`src/rtl/core/prab_pkg.sv`:
```
`timescale 1ns / 1ps
// ----------------------------------------------------------------------------
// prab_pkg
// shared types and register map of the running-average background block
// ----------------------------------------------------------------------------
package prab_pkg;

  localparam int CFG_ADDR_BITS = 4;
  localparam int CFG_DATA_BITS = 32;

  localparam int RATE_BITS = 16;
  localparam int ROWS_BITS = 10;
  localparam int COLS_BITS = 11;

  // register index, taken from paddr[3:2]
  typedef enum logic [1:0] {
    REG_LEARNING_RATE = 2'd0,
    REG_FRAME_ROWS    = 2'd1,
    REG_FRAME_COLUMNS = 2'd2,
    REG_UNUSED        = 2'd3
  } reg_index_t;

  localparam logic [RATE_BITS-1:0] LEARNING_RATE_RESET = 16'd3277;
  localparam logic [ROWS_BITS-1:0] FRAME_ROWS_RESET    = 10'd512;
  localparam logic [COLS_BITS-1:0] FRAME_COLUMNS_RESET = 11'd1024;

  typedef struct packed {
    logic [RATE_BITS-1:0] learning_rate;
    logic [ROWS_BITS-1:0] frame_rows;
    logic [COLS_BITS-1:0] frame_columns;
  } cfg_regs_t;

  // per-transaction flags from the raster scan
  typedef struct packed {
    logic first;  // copy mode, first frame after reset
    logic last;   // last pixel of the frame
  } scan_flags_t;

endpackage

```
`src/rtl/core/prab_scan.sv`:
```
`timescale 1ns / 1ps
// ----------------------------------------------------------------------------
// prab_scan
// raster position counters and frame store address generation
// ----------------------------------------------------------------------------
module prab_scan
  import prab_pkg::*;
#(
  parameter int MAX_ROWS    = 512,
  parameter int MAX_COLUMNS = 1024,
  parameter int ADDR_BITS   = 19
) (
  input  logic                 clk,
  input  logic                 rst,
  input  cfg_regs_t            cfg,
  input  logic                 accept,
  output logic [ADDR_BITS-1:0] addr,
  output scan_flags_t          flags
);

  localparam int ROW_BITS = (MAX_ROWS > 1) ? $clog2(MAX_ROWS) : 1;
  localparam int COL_BITS = (MAX_COLUMNS > 1) ? $clog2(MAX_COLUMNS) : 1;
  // compare widths hold both the register and the maximum
  localparam int ROW_CMP = ($clog2(MAX_ROWS + 1) > ROWS_BITS) ?
                           $clog2(MAX_ROWS + 1) + 1 : ROWS_BITS + 1;
  localparam int COL_CMP = ($clog2(MAX_COLUMNS + 1) > COLS_BITS) ?
                           $clog2(MAX_COLUMNS + 1) + 1 : COLS_BITS + 1;

  logic [ROW_BITS-1:0]  row_position;
  logic [COL_BITS-1:0]  column_position;
  logic [ADDR_BITS-1:0] row_base;
  logic                 first_frame;

  logic [ROW_CMP-1:0] rows_used;
  logic [COL_CMP-1:0] cols_used;
  logic [ROW_CMP-1:0] row_inc;
  logic [COL_CMP-1:0] col_inc;
  logic               row_wrap;
  logic               col_wrap;

  // zero means one, oversize saturates at the maximum
  always_comb begin
    if (cfg.frame_rows == '0) begin
      rows_used = ROW_CMP'(1);
    end else if (ROW_CMP'(cfg.frame_rows) > ROW_CMP'(MAX_ROWS)) begin
      rows_used = ROW_CMP'(MAX_ROWS);
    end else begin
      rows_used = ROW_CMP'(cfg.frame_rows);
    end
    if (cfg.frame_columns == '0) begin
      cols_used = COL_CMP'(1);
    end else if (COL_CMP'(cfg.frame_columns) > COL_CMP'(MAX_COLUMNS)) begin
      cols_used = COL_CMP'(MAX_COLUMNS);
    end else begin
      cols_used = COL_CMP'(cfg.frame_columns);
    end
  end

  assign col_inc  = COL_CMP'(column_position) + COL_CMP'(1);
  assign row_inc  = ROW_CMP'(row_position) + ROW_CMP'(1);
  assign col_wrap = (col_inc >= cols_used);
  assign row_wrap = (row_inc >= rows_used);

  assign addr        = row_base + ADDR_BITS'(column_position);
  assign flags.first = first_frame;
  assign flags.last  = col_wrap && row_wrap;

  always_ff @(posedge clk) begin
    if (rst) begin
      row_position    <= '0;
      column_position <= '0;
      row_base        <= '0;
      first_frame     <= 1'b1;
    end else if (accept) begin
      if (!col_wrap) begin
        column_position <= col_inc[COL_BITS-1:0];
      end else begin
        column_position <= '0;
        if (!row_wrap) begin
          row_position <= row_inc[ROW_BITS-1:0];
          row_base     <= row_base + ADDR_BITS'(MAX_COLUMNS);
        end else begin
          row_position <= '0;
          row_base     <= '0;
          first_frame  <= 1'b0;
        end
      end
    end
  end

endmodule

```
`config.mk`:
```
export PLATFORM = sky130hd
export DESIGN_NAME = prab_scan
export DESIGN_NICKNAME = d
export VERILOG_FILES = /design/src/rtl/core/prab_pkg.sv /design/src/rtl/core/prab_scan.sv
export SDC_FILE = /design/constraint.sdc
export NUM_CORES = 1
export LEC_CHECK = 0
export BUFFER_PORTS_ARGS = -buffer_cell sky130_fd_sc_hd__buf_2
export CORE_MARGIN = 2
export CORE_UTILIZATION = 49
export CTS_BUF_LIST = sky130_fd_sc_hd__clkbuf_8
export CTS_CLUSTER_SIZE = 28
export DETAILED_ROUTE_END_ITERATION = 12
export GPL_TIMING_DRIVEN = 0
export PLACE_DENSITY_LB_ADDON = 0.15
export SYNTH_ARGS = -nofsm -noshare
export SYNTH_HDL_FRONTEND = slang
export SYNTH_SLANG_ARGS = --single-unit
```
`constraint.sdc`:
```
create_clock -name clk -period 2.95 [get_ports clk]
set_input_delay 0.59 -clock clk [delete_from_list [all_inputs] [get_ports clk]]
set_output_delay 0.59 -clock clk [all_outputs]
set_load 0.01 [all_outputs]
```
==> results.md <==
* Number of primary I/O pins at 61
* Post-synth EDFFs at 0
* DRC violations left at 0
* Number of core rows at 24
* Critical path required time at 2.36 ns
* Number of global-route vias before repair at 1859
* Layout Cell Area excl Fill at 2833 um2
* Clock-pin slew on the worst setup and hold paths at 0.07 ns
* CTS Buf Count at 5
* Detailed router's first-iteration violation count at 73
* Most frequent cells in the layout: buf_2, nand2_1, a21oi_1
* Pre-antenna DRT Iters at 4
* Final setup violation count at 1
* Most common library cell in the layout ignoring fill and taps: buf_2
* Hold path cells at 1
* Height of the chip at 70.10 um
* Ys Warns at 0
* Nature of the critical path endpoint: output pin
* Htree depth at 2
* Post-Place Setup Slack at -0.6283 ns
* Ys flop type: dfxtp_1
* Area fraction of the dominant cell type after synthesis at 0.2712
* Synthesized Nets at 345
* Post-synthesis sequential area ratio at 0.2712
* Critical Path Start Type: input port
* Number of buffers inserted by port buffering at 44
* Number of synthesized register bits at 29
* Class of the most critical hold timing path: flip-flop to flip-flop
* Final critical-path setup slack at -0.04556 ns
* Clock Skew at 0.004513 ns
* Kind of critical path: input port to output pin
* Cell accounting for the most synthesized area: dfxtp_1
* Synth Area in Simple Gates at 0.2636
* Power after layout at 0.9378 mW
* Data arrival time of the critical path at 2.41 ns
* Transition at the pin with the smallest max-transition slack at 0.4548 ns
* Violations in the final reports: negative setup slack
* Hold buffer count at cts at 0
* Sink Count at 29
* Final number of hold-violating endpoints at 0
* Non-filler instance count after layout at 397
* Final worst path period share at 1.015
* Clock latency on the worst-skew pair at 0.27 ns
* Maximum number of pins on one net before global-route repair at 11
* HPWL after detailed placement at 3459 um
* Number of instances in the synthesized netlist at 281
* RSZ-0062 raised after global routing: true
* Layout cells sized above 1 at 0.3072
* Highest ir drop seen on vdd at 0.3486 mV
* Clock Path Buffers at 2
* Area of the core at 4294 um2
* Post-synthesis share of cell area spent on full adders, half adders and majority gates at 0.1403
* Mapped cell area at 2141 um2
* Global Route Usage Sum at 0.2030
* Antenna violations before repair at 0
* Post-synthesis cell type count at 37
* Complex-gate fraction of the synthesized area at 0.1280
* Placed cells at 377
* Fraction of synthesized area in multiplexers at 0.009351
* Cell area after placement at 2426 um2
* Average detailed-routed wire length per instance at 12.32 um
* Number of cells on the worst reg-to-reg path at 12
* Die extent in x at 70.10 um
* Average vias per placed instance at 5.257
* Layout overhead on the synthesized area at 32.32%
* Maximum fanout along the worst path at 2
* Routed wire length at 4890 um
* Period minus WS final at 2.996 ns
* Max-slew violation total from the final report at 0
* Overall overflow remaining after global route at 0
* TritonCTS clock tree: done
* Result of the run: complete, but fails checks
* Post-synthesis area per instance at 7.619 um2
* Count of inserted antenna diode cells at 0
* Initial Utilization at 0.4985
* Fmax achieved at 333.8 MHz
* Die area at 4914 um2
* Post-layout net count at 408
* Main combinational cell family by area after synthesis: simple AND/OR/NAND/NOR gates
* Number of vias in the routed layout at 2087
* Clock Tree Root: clkbuf_8
* Global-route wire length before repair at 8224 um
* Fraction of synthesis flops using an asynchronous set or reset pin at 0
* Headroom to the max-slew limit at 0.6968
* Number of maximum-capacitance constraint violations at 0
* Final antenna-violating net count at 0
* Gp weighted congestion at 0.7556
* Power per cell area at 331.1 nW/um2
* Area share of xor/xnor cells in the synthesized design at 0.1146
* Leakage at 1.199 nW
* Top cells by area in the synthesized netlist: dfxtp_1, ha_1, xnor2_1, a21oi_1, nand2_1
cell usage after synthesis (all sizes together) (3+ instances only):
| cell type | n |
|---|---|
| nand2 | 33 |
| dfxtp | 29 |
| nor2 | 28 |
| a21oi | 27 |
| clkbuf | 26 |
| ha | 24 |
| xnor2 | 20 |
| nand3 | 17 |
| nand2b | 11 |
| nand4 | 9 |
| xor2 | 8 |
| and3 | 6 |
| buf | 6 |
| o21ai | 5 |
| a211oi | 4 |
| nor4 | 4 |
| a21o | 3 |
per-stage QoR:
step           TNS [ns]  hold slack, ns  utilization
5_1_grt         -0.2083          0.4711       0.6597
3_5_place_dp     -4.163          0.4414       0.5650
3_3_place_gp     -3.317          0.4353       0.5650
4_1_cts         -0.1930          0.4578       0.6402
2_1_floorplan         0          0.4271            -
6_report       -0.04556          0.4533       0.6597
worst paths after layout:
kind                            from            to  slack (ns)
setup / recovery             cfg[19]      flags[0]       -0.05
hold / removal           first_frame   first_frame        0.45
setup reg to reg  column_position[0]  row_base[17]        0.20
hold reg to reg          first_frame   first_frame        0.45
area by class of cell:
| class | count | area [um2] |
|---|---|---|
| Multi-Input combinational cell | 216 | 1553 |
| Tap cell | 52 | 65.06 |
| Sequential cell | 29 | 606.8 |
| Fill cell | 405 | 1461 |
| Clock inverter | 2 | 33.78 |
| Buffer | 29 | 125.1 |
| Clock buffer | 6 | 82.58 |
| Timing Repair Buffer | 59 | 351.6 |
| Inverter | 4 | 15.01 |
timing repair:
item | 4_1_cts | 5_1_grt
buffers inserted | 10 | 5
setup endpoints to repair | 22 | 11
pin swaps | 14 | 20
resized for setup | 33 | 22
where the power goes:
group,leakage (nW),switching (mW),internal (mW)
Clock,0.0626,0.149,0.272
Combinational,0.896,0.0652,0.0560
Sequential,0.240,0.00478,0.391
flip-flops by register name (all words and copies together) (netlist names):
name,count
row_position,9
first_frame,1
row_base,9
column_position,10
logic make-up after synthesis:
kind of cell / after synthesis
AO/OA/AOI/OAI: 46
XOR/XNOR: 28
adder cells (fa/ha/maj): 24
AND/OR/NAND/NOR: 116
multiplexers: 2
buffers and inverters: 36
flip-flops: 29
routing by layer:
layer / vias to the layer above / track usage / share of wire
li1: 1081 / - / -
met1: 956 / 0.2482 / 0.45
met2: 44 / 0.3725 / 0.51
met3: 6 / 0.03608 / 0.034
met4: 0 / 0.03846 / 0.0092
met5: - / 0 / 0
worst max-delay path: stages:
cell and delay [ns]:
buf_6 0.10, nor4_4 0.28, a21oi_1 0.10, nor2_1 0.11
ha_1 0.23, nand2b_4 0.13, a211o_1 0.28, a211oi_2 0.24
o21ai_2 0.12, inv_2 0.07, nor2_4 0.04, buf_6 0.11
No activity file was read; power rests on OpenSTA's default activity.
