`config.mk`:
```
export PLATFORM = sky130hd
export DESIGN_NAME = prab_cfg
export DESIGN_NICKNAME = d
export VERILOG_FILES = /design/src/rtl/core/prab_pkg.sv /design/src/rtl/core/prab_cfg.sv
export SDC_FILE = /design/constraint.sdc
export NUM_CORES = 1
export LEC_CHECK = 0
export ABC_CLOCK_PERIOD_IN_PS = 1260
export BUFFER_PORTS_ARGS = -buffer_cell sky130_fd_sc_hd__buf_2
export CAP_MARGIN = 20
export CORE_ASPECT_RATIO = 1.25
export CORE_MARGIN = 2
export CORE_UTILIZATION = 44
export CTS_CLUSTER_DIAMETER = 40
export DETAILED_ROUTE_END_ITERATION = 10
export PLACE_DENSITY = 0.87
export SYNTH_ARGS = -nofsm -noshare
export SYNTH_HDL_FRONTEND = slang
export SYNTH_SLANG_ARGS = --single-unit
```
`constraint.sdc`:
```
create_clock -name clk -period 1.26 [get_ports clk]
set_input_delay 0.126 -clock clk [delete_from_list [all_inputs] [get_ports clk]]
set_output_delay 0.126 -clock clk [all_outputs]
set_load 0.02 [all_outputs]
```
`src/rtl/core/prab_pkg.sv`:
```
`timescale 1ns / 1ps
// ----------------------------------------------------------------------------
// prab_pkg
// shared types and register map of the running-average background block
// ----------------------------------------------------------------------------
package prab_pkg;

  localparam int CFG_ADDR_BITS = 4;
  localparam int CFG_DATA_BITS = 32;

  localparam int RATE_BITS = 16;
  localparam int ROWS_BITS = 10;
  localparam int COLS_BITS = 11;

  // register index, taken from paddr[3:2]
  typedef enum logic [1:0] {
    REG_LEARNING_RATE = 2'd0,
    REG_FRAME_ROWS    = 2'd1,
    REG_FRAME_COLUMNS = 2'd2,
    REG_UNUSED        = 2'd3
  } reg_index_t;

  localparam logic [RATE_BITS-1:0] LEARNING_RATE_RESET = 16'd3277;
  localparam logic [ROWS_BITS-1:0] FRAME_ROWS_RESET    = 10'd512;
  localparam logic [COLS_BITS-1:0] FRAME_COLUMNS_RESET = 11'd1024;

  typedef struct packed {
    logic [RATE_BITS-1:0] learning_rate;
    logic [ROWS_BITS-1:0] frame_rows;
    logic [COLS_BITS-1:0] frame_columns;
  } cfg_regs_t;

  // per-transaction flags from the raster scan
  typedef struct packed {
    logic first;  // copy mode, first frame after reset
    logic last;   // last pixel of the frame
  } scan_flags_t;

endpackage

```
`src/rtl/core/prab_cfg.sv`:
```
`timescale 1ns / 1ps
// ----------------------------------------------------------------------------
// prab_cfg
// apb register file: learning rate and frame size
// ----------------------------------------------------------------------------
module prab_cfg
  import prab_pkg::*;
(
  input  logic                     clk,
  input  logic                     rst,
  input  logic                     psel,
  input  logic                     penable,
  input  logic                     pwrite,
  input  logic [CFG_ADDR_BITS-1:0] paddr,
  input  logic [CFG_DATA_BITS-1:0] pwdata,
  output logic [CFG_DATA_BITS-1:0] prdata,
  output logic                     pready,
  output cfg_regs_t                cfg
);

  reg_index_t reg_index;
  logic       wr_en;

  assign reg_index = reg_index_t'(paddr[3:2]);
  assign wr_en     = psel && penable && pwrite;
  assign pready    = 1'b1;

  always_ff @(posedge clk) begin
    if (rst) begin
      cfg.learning_rate <= LEARNING_RATE_RESET;
      cfg.frame_rows    <= FRAME_ROWS_RESET;
      cfg.frame_columns <= FRAME_COLUMNS_RESET;
    end else if (wr_en) begin
      case (reg_index)
        REG_LEARNING_RATE: cfg.learning_rate <= pwdata[RATE_BITS-1:0];
        REG_FRAME_ROWS:    cfg.frame_rows    <= pwdata[ROWS_BITS-1:0];
        REG_FRAME_COLUMNS: cfg.frame_columns <= pwdata[COLS_BITS-1:0];
        default: ;
      endcase
    end
  end

  always_comb begin
    case (reg_index)
      REG_LEARNING_RATE: prdata = CFG_DATA_BITS'(cfg.learning_rate);
      REG_FRAME_ROWS:    prdata = CFG_DATA_BITS'(cfg.frame_rows);
      REG_FRAME_COLUMNS: prdata = CFG_DATA_BITS'(cfg.frame_columns);
      default:           prdata = '0;
    endcase
  end

endmodule

```
==> results of run 1 <==
## cell usage after synthesis (4+ instances only)
master,instances
dfxtp_1,37
mux2i_1,37
nand2b_1,34
buf_4,19
nand2_1,10
o21ai_1,10
a211o_1,7
and3_1,7
and2_1,5
clkbuf_1,5
nand3_1,5
a21oi_1,4
buf_6,4
nor2_1,4
o31ai_1,4
## cell type report
class,instances,area (um^2)
tap,58,72.57
sequential,37,740.7
clock buffer,7,86.33
fill,433,1889
timing repair buffer,84,455.4
multi-input combinational,153,1050
clock inverter,1,30.03
## per-layer routing
metal | vias up | global-route usage
met2 | 65 | 0.3011
met1 | 742 | 0.2177
met3 | 4 | 0.05874
met4 | 0 | 0.07174
met5 | - | 0
li1 | 829 | -
## power by group
group	leakage [nW]	internal, W	total [W]	switching, W
clock network	0.0585	0.000645	0.00105	0.000401
logic	0.873	0.000127	0.000343	0.000216
registers	0.299	0.00119	0.00120	0.0000126
total	1.23	0.00196	0.00259	0.000630
## how the worst min path moves through the flow
stage / slack [ps] / start / to
detailed placement: 390 / pwdata[15] / cfg[36]
CTS: 80 / pwdata[15] / cfg[36]
global placement: 380 / pwdata[15] / cfg[36]
global route: 80 / pwdata[15] / cfg[36]
finish: 80 / pwdata[15] / cfg[36]
floorplan: 270 / pwdata[12] / cfg[33]
## critical path, delay by kind of cell (launching register included)
family | cells | cell delay (ps)
mux | 1 | 90
compound gates | 1 | 120
buf+inv | 1 | 180
flops | 1 | 370
## cell families (layout without fill, tap and decap cells)
family,count (synthesis),count (layout),synth area share
flops,37,37,0.3788
mux,37,37,0.1894
buf+inv,31,92,0.1132
compound gates,25,25,0.08254
other cells,2,17,0.003840
simple gates,74,74,0.2322
## stage by stage
stage          hold WS, ps    util  power [W]  cell area, um^2  setup WS [ps]
4_1_cts              75.35  0.5631   0.002616             2435          91.69
2_1_floorplan        273.7       -   0.001505             2012          208.0
6_report             80.33  0.5631   0.002588             2435          98.76
5_1_grt              82.57  0.5631   0.002702             2435          21.14
3_3_place_gp         383.9  0.5362   0.001566             2318          131.5
3_5_place_dp         386.1  0.5362   0.001570             2318          106.4
==> results_dict.tcl, run 1 <==
set metrics [dict create \
    clkTransAtPathRegs_ps 70 \
    wl_met2_mm 2.097 \
    core_area_mm2 0.004324 \
    highest_layer "met4" \
    worstSetupStartpointType "flip-flop" \
    die_y_um 78.54 \
    placedCellCount 332 \
    setup_viol 0 \
    yosysTopAreaCell "dfxtp_1" \
    timing.rr.start "cfg[27]" \
    largest_reg_flops 37 \
    r2r_slack_ps 560 \
    pin_count 111 \
    netlist_top_cells_area "dfxtp_1 38%, mux2i_1 19%, nand2b_1 11%, buf_4 7.3%, a211o_1 3.1%" \
    path_class "flip-flop to primary output" \
    tightest_slew_ps 688.5 \
    drt-initial-drc-count 64 \
    cts_buffers 5 \
    syn_area_mm2 0.001956 \
    final_cells 340 \
    r2r_cells 1 \
    synth_top_area_frac 0.3788 \
    cts_sinks 37 \
    remaining_drc_errors 0 \
    ctsHoldBuffers 0 \
    final_common_cell "buf_2" \
    vias 1640 \
    endpoint_kind "primary output" \
    die_width_um 63.63 \
    synthFlopType "dfxtp_1" \
    dieArea_mm2 0.004997 \
    grt_pass1_wl_mm 7.058 \
    grt_max_degree 49 \
    syn_avg_cell_area_um2 9.493 \
    synthCells 206 \
    met3WireLength_um 350 \
    cap_viol_max_count 0 \
    max_freq_mhz 861.1 \
    yosysUniqueCellTypes 26 \
    cp_max_fo 3 \
    layout_min_cycle_time_ps 1161 \
    crit_path_start "cfg[3]" \
    slew_viol_final 0 \
    wl_met1_mm 1.885 \
    layout-drive-gt1-share 0.3511 \
    path_cells "mux2i_1 -> o21ai_1 -> buf_2" \
    status "complete, no violations" \
    yosysSeqAreaShare 0.3788 \
    dpl.hpwl_mm 3.195 \
    setup-tns-final_ps 0 \
    critPathMaxStageDelay_ps 370 \
    start_util 0.4523 \
    place.gp.congestion 0.7542 \
    synth-seq-cells 37 \
    largestRegisters "cfg (37)" \
    grt_overflow 0 \
    areaGrowthSynthToFinish_pct 24.50 \
    hold_violations 0 \
    htree_levels 2 \
    slowest_stage "dfxtp_1" \
    rows 27 \
    crit_required_ps 1130 \
    cts_tree "yes" \
    fin_skew_ps 0 \
    clock_latency_ps 290 \
    holdPathStages 3 \
    layout_common_cells "75 x buf_2, 37 x mux2i_1, 37 x dfxtp_1, 34 x nand2b_1, 17 x conb_1" \
    port_buffers 75 \
    viasPerCell 4.824 \
    worstPathArrival_ps 1040 \
    reg2reg_to "cfg[27]" \
    regMostFlops "cfg" \
    routedWlPerCell_um 12.92 \
    ant_nets 0 \
    synth-edff-count 0 \
    grt_setup_unrepaired "no" \
    antennaDiodeCount 0 \
    detailedRoute.firstPassIterationCount 4 \
    vdd_drop_max_mv 0.7251 \
    hold_class "primary input to flip-flop" \
    nets 322 \
    synthArstFlopShare 0 \
    cp-endpoint "prdata[3]" \
    root_buffer "clkbuf_8" \
    timing.slew.headroom 0.5410 \
    leakage_nw 1.231 \
    antenna_found_initial 0 \
    grtUsageTotal 0.1821 \
    post-route-period-util 0.9216 \
    wl_mm 4.392 \
    grt_pass1_vias 1454 \
    cts_buffer_depth 2 \
    cts_resized 0 \
    yosysWarnings 0 \
    pwr_density_cell_mw_per_mm2 1063 \
    cts_setup_buffers 0 \
]
(Power assumes the default switching activity.)
==> run 2, diff against run 1 <==
Settings changed: ABC_CLOCK_PERIOD_IN_PS 1260 to 1350, CORE_UTILIZATION 44 to 47, PLACE_DENSITY 0.87 to 0.92.
Clock period 1.26 ns to 1.35 ns, I/O delays scaled along.
==> results_dict.tcl, run 2 (same netlist as run 1, synthesis figures left out) <==
set metrics [dict create \
    final_common_cell "buf_2" \
    worstSetupStartpointType "flip-flop" \
    layout_min_cycle_time_ps 1200 \
    clock_latency_ps 280 \
    antennaDiodeCount 0 \
    die_y_um 76.12 \
    wl_mm 4.475 \
    cts_sinks 37 \
    leakage_nw 1.217 \
    regMostFlops "cfg" \
    grt_setup_unrepaired "no" \
    setup-tns-final_ps 0 \
    grt_pass1_wl_mm 7.003 \
    place.gp.congestion 0.7654 \
    rows 26 \
    cts_setup_buffers 0 \
    pin_count 111 \
    setup_viol 0 \
    areaGrowthSynthToFinish_pct 22.58 \
    ant_nets 0 \
    hold_class "primary input to flip-flop" \
    path_class "flip-flop to primary output" \
    fin_skew_ps 0 \
    nets 323 \
    largest_reg_flops 37 \
    slew_viol_final 0 \
    routedWlPerCell_um 13.24 \
    layout-drive-gt1-share 0.3511 \
    drt-initial-drc-count 31 \
    crit_required_ps 1220 \
    grt_overflow 0 \
    grt_pass1_vias 1538 \
    timing.slew.headroom 0.5598 \
    status "complete, no violations" \
    start_util 0.4848 \
    fillerInstances 377 \
    grt_max_degree 49 \
    largestRegisters "cfg (37)" \
    antenna_found_initial 0 \
    die_width_um 61.70 \
    cts_resized 0 \
    clkTransAtPathRegs_ps 70 \
    htree_levels 2 \
    hold_violations 0 \
    multi_input_area_mm2 0.001050 \
    vias 1668 \
    dieArea_mm2 0.004696 \
    max_freq_mhz 833.5 \
    root_buffer "clkbuf_8" \
    worstPathArrival_ps 1060 \
    cts_buffers 5 \
    endpoint_kind "primary output" \
    core_area_mm2 0.004034 \
    pwr_density_cell_mw_per_mm2 923.1 \
    holdWs_ps 99.00 \
    total_power_w 0.002213 \
    remaining_drc_errors 0 \
    vdd_drop_max_mv 0.5806 \
    cts_buffer_depth 2 \
    dpl.hpwl_mm 3.319 \
    cp_max_fo 3 \
    detailedRoute.firstPassIterationCount 4 \
    port_buffers 75 \
    tightest_slew_ps 660.3 \
    viasPerCell 4.935 \
    ff_latch_area_um2 740.7 \
    cts_tree "yes" \
    cap_viol_max_count 0 \
    grtUsageTotal 0.1954 \
    post-route-period-util 0.8887 \
    layout_common_cells "75 x buf_2, 37 x mux2i_1, 37 x dfxtp_1, 34 x nand2b_1, 17 x conb_1" \
    ctsHoldBuffers 0 \
]
[run 2: cell types whose count changed in the layout (fill, tap and decap cells not counted), sizes merged]
cell    previous run  this run
bufinv             1         0
buf               84        85
[run 2: report_power, final]
group / total (W) / internal (W) / switching, W
Combinational: 0.000321 / 0.000117 / 0.000203
Sequential: 0.00112 / 0.00111 / 0.0000120
Clock: 0.000773 / 0.000405 / 0.000368
[run 2: through the flow]
stage                     setup WS, ps    util  instance area [um^2]  instances
after floorplan                  280.0       -                  2012        221
after global placement           185.8  0.5729                  2311        331
after detailed placement         152.7  0.5729                  2311        331
after CTS                        147.4  0.5943                  2397        338
after global routing             90.40  0.5943                  2397        338
final                            150.3  0.5943                  2397        338
[run 2: final timing paths]
path / from / endpoint / slack (ps) / cells past startpoint
worst max register to register: cfg[28] / cfg[28] / 640 / 1
worst max-delay path: cfg[26] / prdata[5] / 150 / 3
worst min-delay path: pwdata[13] / cfg[34] / 100 / 3
worst min register to register: cfg[32] / cfg[32] / 480 / 1
[run 2: layout make-up]
class	instances	area share
timing repair buffer	85	0.1879
multi-input combinational	153	0.4379
clock buffer	7	0.03601
tap	56	0.02923
sequential	37	0.3090
[run 2: critical path: stages (launching register included)]
cell and delay [ps]:
dfxtp_1 370, mux2i_1 90, o21ai_1 140, buf_2 180
[run 2: metal layers]
| layer | vias to the layer above | share of wire | track usage | wire length [um] |
|---|---|---|---|---|
| met5 | - | 0 | 0 | 0 |
| met4 | 0 | 0.012 | 0.05745 | 55 |
| met3 | 5 | 0.066 | 0.05093 | 295 |
| met2 | 59 | 0.51 | 0.3295 | 2262 |
| met1 | 784 | 0.42 | 0.2354 | 1861 |
| li1 | 820 | - | - | - |
==> run 3, diff against run 2 <==
Settings changed: ABC_CLOCK_PERIOD_IN_PS 1350 to 1500, RECOVER_POWER set to 25.
Clock period 1.35 ns to 1.5 ns, I/O delays scaled along.
==> results_dict.tcl, run 3 (same netlist as run 1, synthesis figures left out) <==
set metrics [dict create \
    cp_max_fo 14 \
    grt_pass1_wl_mm 6.775 \
    vias 1630 \
    worstSetupStartpointType "primary input" \
    regMostFlops "cfg" \
    endpoint_kind "primary output" \
    cts_tree "yes" \
    hold_class "primary input to flip-flop" \
    grt_pass1_vias 1468 \
    timing.slew.headroom 0.5078 \
    internal-power_w 0.001634 \
    areaGrowthSynthToFinish_pct 21.69 \
    cts_buffer_depth 2 \
    detailedRoute.firstPassIterationCount 4 \
    core_area_mm2 0.004034 \
    path_cells "buf_2 -> buf_4 -> mux2i_1 -> o21ai_1 -> buf_2" \
    cts_resized 0 \
    status "complete, no violations" \
    layout_common_cells "73 x buf_2, 37 x mux2i_1, 37 x dfxtp_1, 34 x nand2b_1, 17 x conb_1" \
    p_comb_frac 0.128 \
    p_switching_w 0.0005362 \
    die_width_um 61.70 \
    layout-drive-gt1-share 0.3357 \
    slew_viol_final 0 \
    nets 317 \
    wl_mm 4.380 \
    dpl.hpwl_mm 3.259 \
    leakage_nw 1.196 \
    die_y_um 76.12 \
    hold_violations 0 \
    clkPwrFrac 0.408 \
    path_class "primary input to primary output" \
    fin_skew_ps 0 \
    final_common_cell "buf_2" \
    antennaDiodeCount 0 \
    critPathMaxStageDelay_ps 280 \
    post-route-period-util 0.8369 \
    grt_setup_unrepaired "no" \
    worstPathArrival_ps 1110 \
    start_util 0.4848 \
    cts_buffers 5 \
    drt-initial-drc-count 50 \
    pwr_density_cell_mw_per_mm2 911.8 \
    htree_levels 2 \
    crit_required_ps 1350 \
    rows 26 \
    cap_viol_max_count 0 \
    holdWs_ps 109.4 \
    place.gp.congestion 0.7504 \
    ant_nets 0 \
    grt_overflow 0 \
    root_buffer "clkbuf_8" \
    dieArea_mm2 0.004696 \
    grt_max_degree 49 \
    largest_reg_flops 37 \
    cts_setup_buffers 0 \
    tightest_slew_ps 738.3 \
    viasPerCell 4.895 \
    p_seq_frac 0.464 \
    setup-tns-final_ps 0 \
    grtUsageTotal 0.1908 \
    antenna_found_initial 0 \
    port_buffers 75 \
    clock_latency_ps 280 \
    ctsHoldBuffers 0 \
    setup_viol 0 \
    largestRegisters "cfg (37)" \
    clkTransAtPathRegs_ps 70 \
    remaining_drc_errors 0 \
    vdd_drop_max_mv 0.4535 \
    cp_common_cell "buf_2" \
    slowest_stage "buf_4" \
    pin_count 111 \
    swShare 0.2471 \
    max_freq_mhz 796.6 \
    routedWlPerCell_um 13.15 \
    cts_sinks 37 \
    layout_min_cycle_time_ps 1255 \
]
## run 3: power by group through the flow
stage | Sequential (W) | Combinational, W | Clock, W
detailed placement | 0.00103 | 0.000279 | 0
global route | 0.00101 | 0.000304 | 0.000951
global placement | 0.00103 | 0.000276 | 0
CTS | 0.00101 | 0.000280 | 0.000907
floorplan | 0.00105 | 0.000218 | 0
finish | 0.00101 | 0.000277 | 0.000886
## run 3: layer usage
metal | vias up | share of wire | track usage
li1 | 807 | - | -
met5 | - | 0 | 0
met2 | 62 | 0.50 | 0.3179
met4 | 0 | 0.013 | 0.07447
met3 | 7 | 0.058 | 0.03565
met1 | 754 | 0.42 | 0.2331
## run 3: layout make-up
cell class | count | area [um^2]
fillers | 363 | 1654
multi-input cells | 153 | 1045
flip-flops and latches | 37 | 740.7
repair buffers | 79 | 404.1
clock buffers | 6 | 82.58
well taps | 56 | 70.07
clock inverters | 2 | 37.54
## run 3: worst max-delay path: cells and delay by family
family | cells | cell delay [ps]
buffers and inverters | 3 | 640
multiplexers | 1 | 220
AO/OA/AOI/OAI | 1 | 80
## run 3: final timing paths
check	start	cells after the start	endpoint	slack, ps
min reg2reg	cfg[35]	2	cfg[35]	480
max	paddr[3]	5	prdata[6]	240
max reg2reg	cfg[20]	1	cfg[20]	810
min	pwdata[15]	3	cfg[36]	110
## run 3: through the flow
stage	power, W	area [um^2]	cells	setup WS, ps	util
2_1_floorplan	0.001264	2012	221	400.0	-
3_3_place_gp	0.001305	2266	325	224.6	0.5617
3_5_place_dp	0.001309	2266	325	209.4	0.5617
4_1_cts	0.002193	2386	333	238.4	0.5915
5_1_grt	0.002263	2380	333	170.1	0.5900
6_report	0.002170	2380	333	244.6	0.5900
